$ cat src/rtl/bis_pkg.sv
`timescale 1ns / 1ps

package bis_pkg;

    localparam int MAX_ROWS  = 256;
    localparam int MAX_COLS  = 256;
    localparam int FRAC_BITS = 8;

    localparam int ROW_W   = $clog2(MAX_ROWS);
    localparam int COL_W   = $clog2(MAX_COLS);
    localparam int DIM_W   = 9;
    localparam int COORD_W = 17;
    localparam int PIX_W   = 16;
    localparam int OUT_W   = 24;

    localparam int BANKS   = 4;
    localparam int BANK_AW = (ROW_W - 1) + (COL_W - 1);
    localparam int BANK_DEPTH = (MAX_ROWS / 2) * (MAX_COLS / 2);

    localparam int FR_W   = FRAC_BITS + 1;
    localparam int WGT_W  = 2 * FRAC_BITS + 1;
    localparam int PROD_W = PIX_W + WGT_W;
    localparam int ACC_W  = PROD_W + 2;

    localparam int S_TDATA_W = 72;
    localparam int M_TDATA_W = 24;

    localparam int CFG_IDX_W = 2;
    localparam logic [CFG_IDX_W-1:0] CFG_ROWS = 2'd0;
    localparam logic [CFG_IDX_W-1:0] CFG_COLS = 2'd1;

    localparam int QUEUE_DEPTH = 4;
    localparam int QUEUE_AW    = $clog2(QUEUE_DEPTH);

    typedef enum logic {
        OP_WRITE = 1'b0,
        OP_QUERY = 1'b1
    } op_t;

    typedef struct packed {
        logic                               is_query;
        logic                               in_image;
        logic [1:0]                         wr_bank;
        logic [PIX_W-1:0]                   wr_value;
        logic [BANKS-1:0][BANK_AW-1:0]      addr;
        logic [BANKS-1:0][WGT_W-1:0]        wgt;
    } job_t;

    function automatic logic [DIM_W-1:0] clamp_dim(input logic [DIM_W-1:0] v,
                                                   input logic [DIM_W-1:0] hi);
        logic [DIM_W-1:0] r;
        if (v < DIM_W'(2))
            r = DIM_W'(2);
        else if (v > hi)
            r = hi;
        else
            r = v;
        return r;
    endfunction

endpackage

$ cat src/rtl/bis_queue.sv
`timescale 1ns / 1ps

module bis_queue (
    input  logic           clk,
    input  logic           rst_n,
    input  logic           push,
    input  bis_pkg::job_t  push_job,
    output logic           full,
    input  logic           pop,
    output logic           q_valid,
    output bis_pkg::job_t  head_job
);

    localparam int AW = bis_pkg::QUEUE_AW;

    bis_pkg::job_t  slots_reg [bis_pkg::QUEUE_DEPTH];
    logic [AW-1:0]  wr_ptr_reg, wr_ptr_next;
    logic [AW-1:0]  rd_ptr_reg, rd_ptr_next;
    logic [AW:0]    count_reg, count_next;

    assign full     = (count_reg == (AW+1)'(bis_pkg::QUEUE_DEPTH));
    assign q_valid  = (count_reg != '0);
    assign head_job = slots_reg[rd_ptr_reg];

    always_comb
    begin
        wr_ptr_next = push ? wr_ptr_reg + AW'(1) : wr_ptr_reg;
        rd_ptr_next = pop ? rd_ptr_reg + AW'(1) : rd_ptr_reg;
        count_next  = count_reg;
        if (push && !pop)
            count_next = count_reg + (AW+1)'(1);
        else if (pop && !push)
            count_next = count_reg - (AW+1)'(1);
    end

    always_ff @(posedge clk or negedge rst_n)
    begin
        if (!rst_n)
        begin
            wr_ptr_reg <= '0;
            rd_ptr_reg <= '0;
            count_reg  <= '0;
        end
        else
        begin
            wr_ptr_reg <= wr_ptr_next;
            rd_ptr_reg <= rd_ptr_next;
            count_reg  <= count_next;
        end
    end

    always_ff @(posedge clk)
    begin
        if (push)
        begin
            slots_reg[wr_ptr_reg] <= push_job;
        end
    end

endmodule

$ cat config.mk
export PLATFORM = sky130hd
export DESIGN_NAME = bis_queue
export DESIGN_NICKNAME = d
export VERILOG_FILES = /design/src/rtl/bis_pkg.sv /design/src/rtl/bis_queue.sv
export SDC_FILE = /design/constraint.sdc
export NUM_CORES = 1
export LEC_CHECK = 0
export BUFFER_PORTS_ARGS = -buffer_cell sky130_fd_sc_hd__clkbuf_2
export CAP_MARGIN = 40
export CORE_MARGIN = 2
export CORE_UTILIZATION = 53
export CTS_BUF_LIST = sky130_fd_sc_hd__clkbuf_4 sky130_fd_sc_hd__clkbuf_8
export CTS_CLUSTER_SIZE = 10
export DETAILED_ROUTE_END_ITERATION = 10
export PLACE_DENSITY = 0.77
export SYNTH_ARGS = -nofsm -noshare
export SYNTH_HDL_FRONTEND = slang
export SYNTH_SLANG_ARGS = --single-unit
$ cat constraint.sdc
create_clock -name clk -period 4 [get_ports clk]
set_clock_uncertainty 0.05 [all_clocks]
set_input_delay 1.2 -clock clk [delete_from_list [all_inputs] [get_ports clk]]
set_output_delay 1.2 -clock clk [all_outputs]
set_load 0.02 [all_outputs]
# Word level (Yosys, flattened, before mapping)
# Memory sizes are Yosys's and may differ from the RTL's.
# Index checks and enable logic that the tools add are counted.
# totals
elab_cells,19
register_bits,7
input_bits,148
memories,1
mem_bits_rw,576
out_inout_bits,146
# classes
n_addsub,4
n_mux,4
n_reduce_logical,6
n_eq_ne,1
# memory_table
name,words,word_bits,rd,rd_clocked_by_memory_dff,write_ports,line_no,source
slots_reg,4,144,1,0,1,bis_queue.sv:16,bis_pkg::job_t slots_reg [bis_pkg::QUEUE_DEPTH];
# ops
operator,n
3-bit 2-to-1 mux,2
2-bit by 1-bit adder with 2-bit output (second input constant),2
3-bit by 1-bit adder with 3-bit output (second input constant),1
3-bit == test (second input constant),1
3-bit nonzero test,1
3-bit by 1-bit subtractor with 3-bit output (second input constant),1
1-bit logical AND,2
1-bit zero test,2
1-bit 2-to-1 mux,2
2-bit nonzero test,1

# Depth between registers and ports, before layout
# Gate-level depths: netlist of the first run.
# depth
depth_word,4
ltp_mapped,7
mapped_depth_nobuf,7

# Worst setup path before layout of the first run
# OpenSTA, ideal clock, no wires.
# synth_path
path_kind,input-to-reg
from,in push
to,"mem slots_reg[1][0] (netlist name), enable pin"
arrival_time_ps,4490
path_slack_ps,-1060
required_ps,3430
setup_ps,520
stages,1
path_buffers,0
cell_sequence,and2_1
# synth_via
elab_chain_len,2
# synth_rtl
item,line_no,source
start: declaration,bis_queue.sv:6,"input logic push,"
1-bit 2-to-1 mux,bis_queue.sv:54,if (push)
1-bit 2-to-1 mux (implied by the code),bis_queue.sv:56,slots_reg[wr_ptr_reg] <= push_job;
end: declaration,bis_queue.sv:16,
# Every way passes these cells.

==> metrics.md, run 1 <==
| Metric | Value |
|---|---|
| Outcome | finished, final reports clean |
| Max Clk Rate | ~0.26 GHz |
| Chip height | about 200 um |
| Gr ovfl total | 0 |
| Area delta synth->final | 20.2% |
| CTS Hold Buffers Added | 0 |
| P_leak | ~9 nW |
| Setup crit end | head_job[30] |
| Mapped Area | roughly 21000 sq um |
| Full die area | between 40000 and 50000 sq um |
| Clock Path Buffers | 3 |
| Critical Path Fanout Max | 22 |
| Std-Cell Core Area | 39500 sq um |
| DP Area | 23700 sq um |
| Ports | a little under 300 |
| TritonCTS Buffers | 89 |
| ANT nets after route | 0 |
| Netlist cell types | 20 |
| Setup Viol. Count Final | 0 |
| Filler Cell Count | ~2600 |
| First-pass GRT wire length | 60.3 mm |
| Root cell of the clock tree | clkbuf_8 |
| Pwr per Cell Area | between 700 and 800 nW/um^2 |
| TritonCTS clock tree | done |
| Pin count of the biggest net entering global routing | 42 |
| Hpwl dp | 25.9 mm |
| Cells after Synth | 786 |
| Drt pass-1 iters | 5 |
| Final Hold Violating Endpoints | 0 |
| Crit path capture type | primary output |
| Startpoint Class | register |
| Initial Util | between 50% and 60% |
| Mapped Avg Cell Area | between 20 and 30 sq um |
| Floorplan row count | 73 |
| Yosys warnings | 0 |
| Commonest non-fill, non-tap cells in the layout | edfxtp_1 (576), clkbuf_2 (293), mux4_2 (144) |
| Tot GR Track Use | 19.7% |
| Final #Nets | about 1300 |
| CTS H-Tree Depth | 3 |
| RSZ-0062 raised after global routing | no |
| Critical path class | register to primary output |
| Max-cap viol count | 0 |
| Vias in the first global route | 10251 |
| Worst slew margin | about half |
| 1st-iter DRT viols | 570 |
| Worst Reg-to-Reg Cells | 4 |
| Hold_ws | around 0.37 ns |
| Chip width | about 200 um |
| Register area share after synthesis | ~83% |
| CP required | 2.75 ns |
| R2R setup slack | 1.98 ns |
| Worst Tran Pin Value | about 0.77 ns |
| Port-buffer cells | 293 |
| Max reg flops | ~580 |
| Routability Congestion | between 0.7 and 0.8 |
| CTS clock-pin slew for the worst setup and hold paths | roughly 0.060 ns |
| CTS resizes | 0 |
| Minimum clock period | 3.78 ns |
| Placed Instances | roughly 1600 |
| Syn_nets | 940 |
| Vias per inst | roughly 5.5 |
| Critical Path Start | rd_ptr_reg[0] |
| Crit share post-route | between 90% and 100% |
| # diodes | 0 |
| Routed wire per std cell | 22.6 um |
| Dpl ws | around 0.81 ns |
| Vias after detailed routing | 9707 |
| Final TNS setup | 0 ns |
| CTS sink cnt | slightly below 600 |
| Post-synthesis register bit count | 583 |
| Final worst slack | about 0.22 ns |
| Post-CTS Setup Inserts | 0 |
| Hold Crit Class | input pin to async pin |
| Most common cell after layout, fill and taps aside | edfxtp_1 |
| Data arrival time of the worst path | roughly 2.5 ns |
| Worst IR Drop VDD | between 0.0004 and 0.0005 V |
| R2R Path End | slots_reg[2][82] |
| Share of cells above drive strength 1 | 49.6% |
| # DRC | 0 |
| Slew Limit Fails | 0 |
| Worst r2r src | wr_ptr_reg[0] |
| Layout Cells excl Fill | roughly 1800 |
| Initial antenna violation count | 3 |
| Post-Layout Inst Area | 25400 sq um |
| Worst-Skew Late Latency | ~0.62 ns |
| Total wire length | 40.1 mm |
==> cell families (layout without fill, tap and decap cells) <==
| family | Yosys count | after routing | synth area share, % |
|---|---|---|---|
| multiplexers | 145 | 145 | 15.4 |
| AND/OR/NAND/NOR | 9 | 9 | 0.237 |
| adder cells (fa/ha/maj) | 6 | 6 | 0.390 |
| XOR/XNOR | 6 | 6 | 0.248 |
| flip-flops | 583 | 583 | 82.6 |
| buffers and inverters | 36 | 502 | 1.15 |
| AO/OA/AOI/OAI | 1 | 1 | 0.0236 |
==> stage by stage <==
stage / total power, mW / utilization [%]
after floorplan: 12.6 / -
after global placement: 14.7 / 59.8
after detailed placement: 14.8 / 59.8
after CTS: 19.6 / 64.3
after global routing: 20.2 / 64.3
final: 19.3 / 64.3
==> critical path: stages, from the launching register on <==
cell and delay [ns]:
dfrtp_4 0.75, buf_4 0.39, mux4_2 0.57, clkbuf_2 0.17
==> cell type report <==
cell class,count,area [sq um],area share [%]
inverters,4,15.0,0.0590
clock inverters,46,314,1.23
clock buffers,117,1460,5.74
well taps,525,657,2.58
flip-flops and latches,583,17500,68.7
repair buffers,335,2060,8.09
multi-input cells,167,3450,13.6
==> cell usage after synthesis <==
master,instances,area [sq um]
nor3b_1,1,7.51
xnor2_1,2,17.5
buf_6,8,90.1
and2_1,4,25.0
fa_1,1,20.0
edfxtp_1,576,17300
inv_1,4,15.0
or3_1,1,6.26
buf_4,8,60.1
dfrtp_1,7,175
xor2_1,4,35.0
nor2_1,1,3.75
mux2_2,1,11.3
o21ai_0,1,5.00
buf_1,1,3.75
clkbuf_1,1,3.75
ha_1,5,62.6
nand2_1,2,7.51
buf_2,14,70.1
mux4_2,144,3240
==> layer usage <==
metal	up-vias	track usage (%)	wire [um]
met1	5020	26.3	16000
li1	4245	-	-
met2	372	31.1	19800
met3	66	6.68	3550
met5	-	0	25
met4	4	6.10	743
==> worst min-delay path by stage <==
stage	end	depth (start not counted)	slack, ns
6_report	count_reg[1]	1	0.37
5_1_grt	count_reg[1]	1	0.31
4_1_cts	count_reg[1]	1	0.30
3_5_place_dp	count_reg[2]	1	0.42
3_3_place_gp	count_reg[2]	1	0.42
2_1_floorplan	count_reg[2]	1	0.40
==> where the power goes <==
part	switching, mW	internal (mW)
combinational	3.59	2.57
sequential	0.406	7.98
clock	2.16	2.65
Note: power is estimated with default switching activity, not from simulation.
==> inputs of run 2 (changes only) <==
PLACE_DENSITY = 0.78   (was 0.77)
==> metrics.md, run 2 (synthesis gave the netlist of run 1 again) <==
| Metric | Value |
|---|---|
| Ports | 294 (unchanged) |
| Worst Tran Pin Value | 0.654 ns (-0.113 ns) |
| CTS clock-pin slew for the worst setup and hold paths | 0.06 ns (about the same) |
| Dpl ws | 0.852 ns (+0.0406 ns) |
| Final Util | 63.8% (-0.51 points) |
| Hold_ws | 0.358 ns (-0.00788 ns) |
| Setup Viol. Count Final | 0 (unchanged) |
| Crit path capture type | primary output |
| Final Hold Violating Endpoints | 0 (unchanged) |
| Floorplan row count | 73 (unchanged) |
| Critical path class | register to primary output |
| Post-CTS Setup Inserts | 0 (unchanged) |
| Slew Limit Fails | 0 (unchanged) |
| Final worst slack | 0.292 ns (+0.0693 ns) |
| CP required | 2.75 ns (about the same) |
| Clock Path Buffers | 3 (unchanged) |
| TritonCTS clock tree | done |
| Routability Congestion | 0.728 (-2.0%) |
| Root cell of the clock tree | clkbuf_8 |
| Data arrival time of the worst path | 2.46 ns (-0.07 ns) |
| Commonest non-fill, non-tap cells in the layout | edfxtp_1 (576), clkbuf_2 (293), mux4_2 (144) |
| Routed wire per std cell | 22.4 um (-0.83%) |
| Share of cells above drive strength 1 | 50.2% (+0.60 points) |
| Gr ovfl total | 0 (unchanged) |
| CTS H-Tree Depth | 3 (unchanged) |
| Worst-Skew Late Latency | 0.62 ns (about the same) |
| Most common cell after layout, fill and taps aside | edfxtp_1 |
| Area delta synth->final | 19.3% |
| CTS resizes | 0 (unchanged) |
| Minimum clock period | 3.71 ns (-0.0693 ns) |
| Initial Util | 53.5% (unchanged) |
| Chip width | 204 um (unchanged) |
| Vias per inst | 5.48 (+0.24%) |
| Worst IR Drop VDD | 0.000411 V (-9.4%) |
| Critical Path Fanout Max | 18 (-18%) |
| Filler Cell Count | 2569 (+0.71%) |
| Slowest-stage cell, CP | dfrtp_4 |
| Total wire length | 39.5 mm (-1.6%) |
| Drt pass-1 iters | 5 (unchanged) |
| Vias after detailed routing | 9654 (-0.55%) |
| CP max stage delay | 0.65 ns (-0.10 ns) |
| First-pass GRT wire length | 59.8 mm (-0.81%) |
| Port-buffer cells | 293 (unchanged) |
| Full die area | 41500 sq um (unchanged) |
| RSZ-0062 raised after global routing | no |
| Hold Crit Class | input pin to async pin |
| Final TNS setup | 0 ns (unchanged) |
| Chip height | 204 um (unchanged) |
| Max-cap viol count | 0 (unchanged) |
| Std-Cell Core Area | 39500 sq um (unchanged) |
| CTS sink cnt | 583 (unchanged) |
| Worst slew margin | 56.4% (+7.5 points) |
| Tot GR Track Use | 19.4% (-0.29 points) |
| Initial antenna violation count | 3 (unchanged) |
| Final #Nets | 1327 (-0.52%) |
| # DRC | 0 (unchanged) |
| CP Cell Sequence | buf_4 > mux4_2 > clkbuf_2 |
| 1st-iter DRT viols | 515 (-9.6%) |
| ANT nets after route | 0 (unchanged) |
| Startpoint Class | register |
| Outcome | finished, final reports clean |
| P_leak | 8.76 nW (-0.96%) |
| Crit share post-route | 92.7% (-1.7 points) |
| Vias in the first global route | 10375 (+1.2%) |
| Max reg flops | 576 (unchanged) |
| Pwr per Cell Area | 755 nW/um^2 (-0.79%) |
| Max Clk Rate | 0.270 GHz (+1.9%) |
| TritonCTS Buffers | 91 (+2.2%) |
| Pin count of the biggest net entering global routing | 58 (+38%) |
| CTS Hold Buffers Added | 0 (unchanged) |
| Worst Reg-to-Reg Cells | 4 (unchanged) |
| Hpwl dp | 25.1 mm (-2.8%) |
[run 2: cell count changes in the layout (fill, tap and decap cells not counted), sizes merged]
cell / delta
clkinv: -23
clkbuf: +20
buf: -9
bufinv: -4
diode: +3
inv: -1
[run 2: final timing paths]
path	start	end	slack, ns
worst max-delay path	rd_ptr_reg[0]	head_job[22]	0.29
worst min-delay path	rst_n	count_reg[2]	0.36
worst min register to register	count_reg[2]	count_reg[2]	0.45
min in group clk	count_reg[2]	count_reg[2]	0.45
max in group asynchronous	rst_n	rd_ptr_reg[0]	3.34
worst max register to register	wr_ptr_reg[0]	slots_reg[2][84]	2.05
[run 2: layout make-up]
| cell class | instances | area [sq um] | area share, % |
|---|---|---|---|
| clock buffers | 137 | 1620 | 6.41 |
| inverters | 4 | 15.0 | 0.0595 |
| flip-flops and latches | 583 | 17500 | 69.3 |
| diodes | 3 | 7.51 | 0.0298 |
| clock inverters | 18 | 90.1 | 0.357 |
| well taps | 525 | 657 | 2.60 |
| multi-input cells | 167 | 3450 | 13.7 |
| repair buffers | 326 | 1910 | 7.59 |
[run 2: routing by layer]
layer | track usage, % | part of all wire (%)
met5 | 0 | 0
met4 | 7.12 | 2.1
met3 | 7.08 | 9.5
met2 | 30.8 | 50
met1 | 24.9 | 38
[run 2: stage by stage]
stage	power [mW]	cell area, sq um	instances
2_1_floorplan	12.6	21200	786
3_3_place_gp	14.5	23500	1605
3_5_place_dp	14.7	23500	1605
4_1_cts	19.4	25200	1760
5_1_grt	20.0	25200	1761
6_report	19.0	25200	1763
[run 2: critical path: cells and delay by family, from the launching register on]
family,cells,cell delay (ns)
buf+inv,2,0.59
flops,1,0.65
mux,1,0.57
[run 2: power by group]
| part | switching (mW) | internal (mW) |
|---|---|---|
| clock | 2.09 | 2.56 |
| sequential | 0.357 | 7.98 |
| combinational | 3.58 | 2.48 |
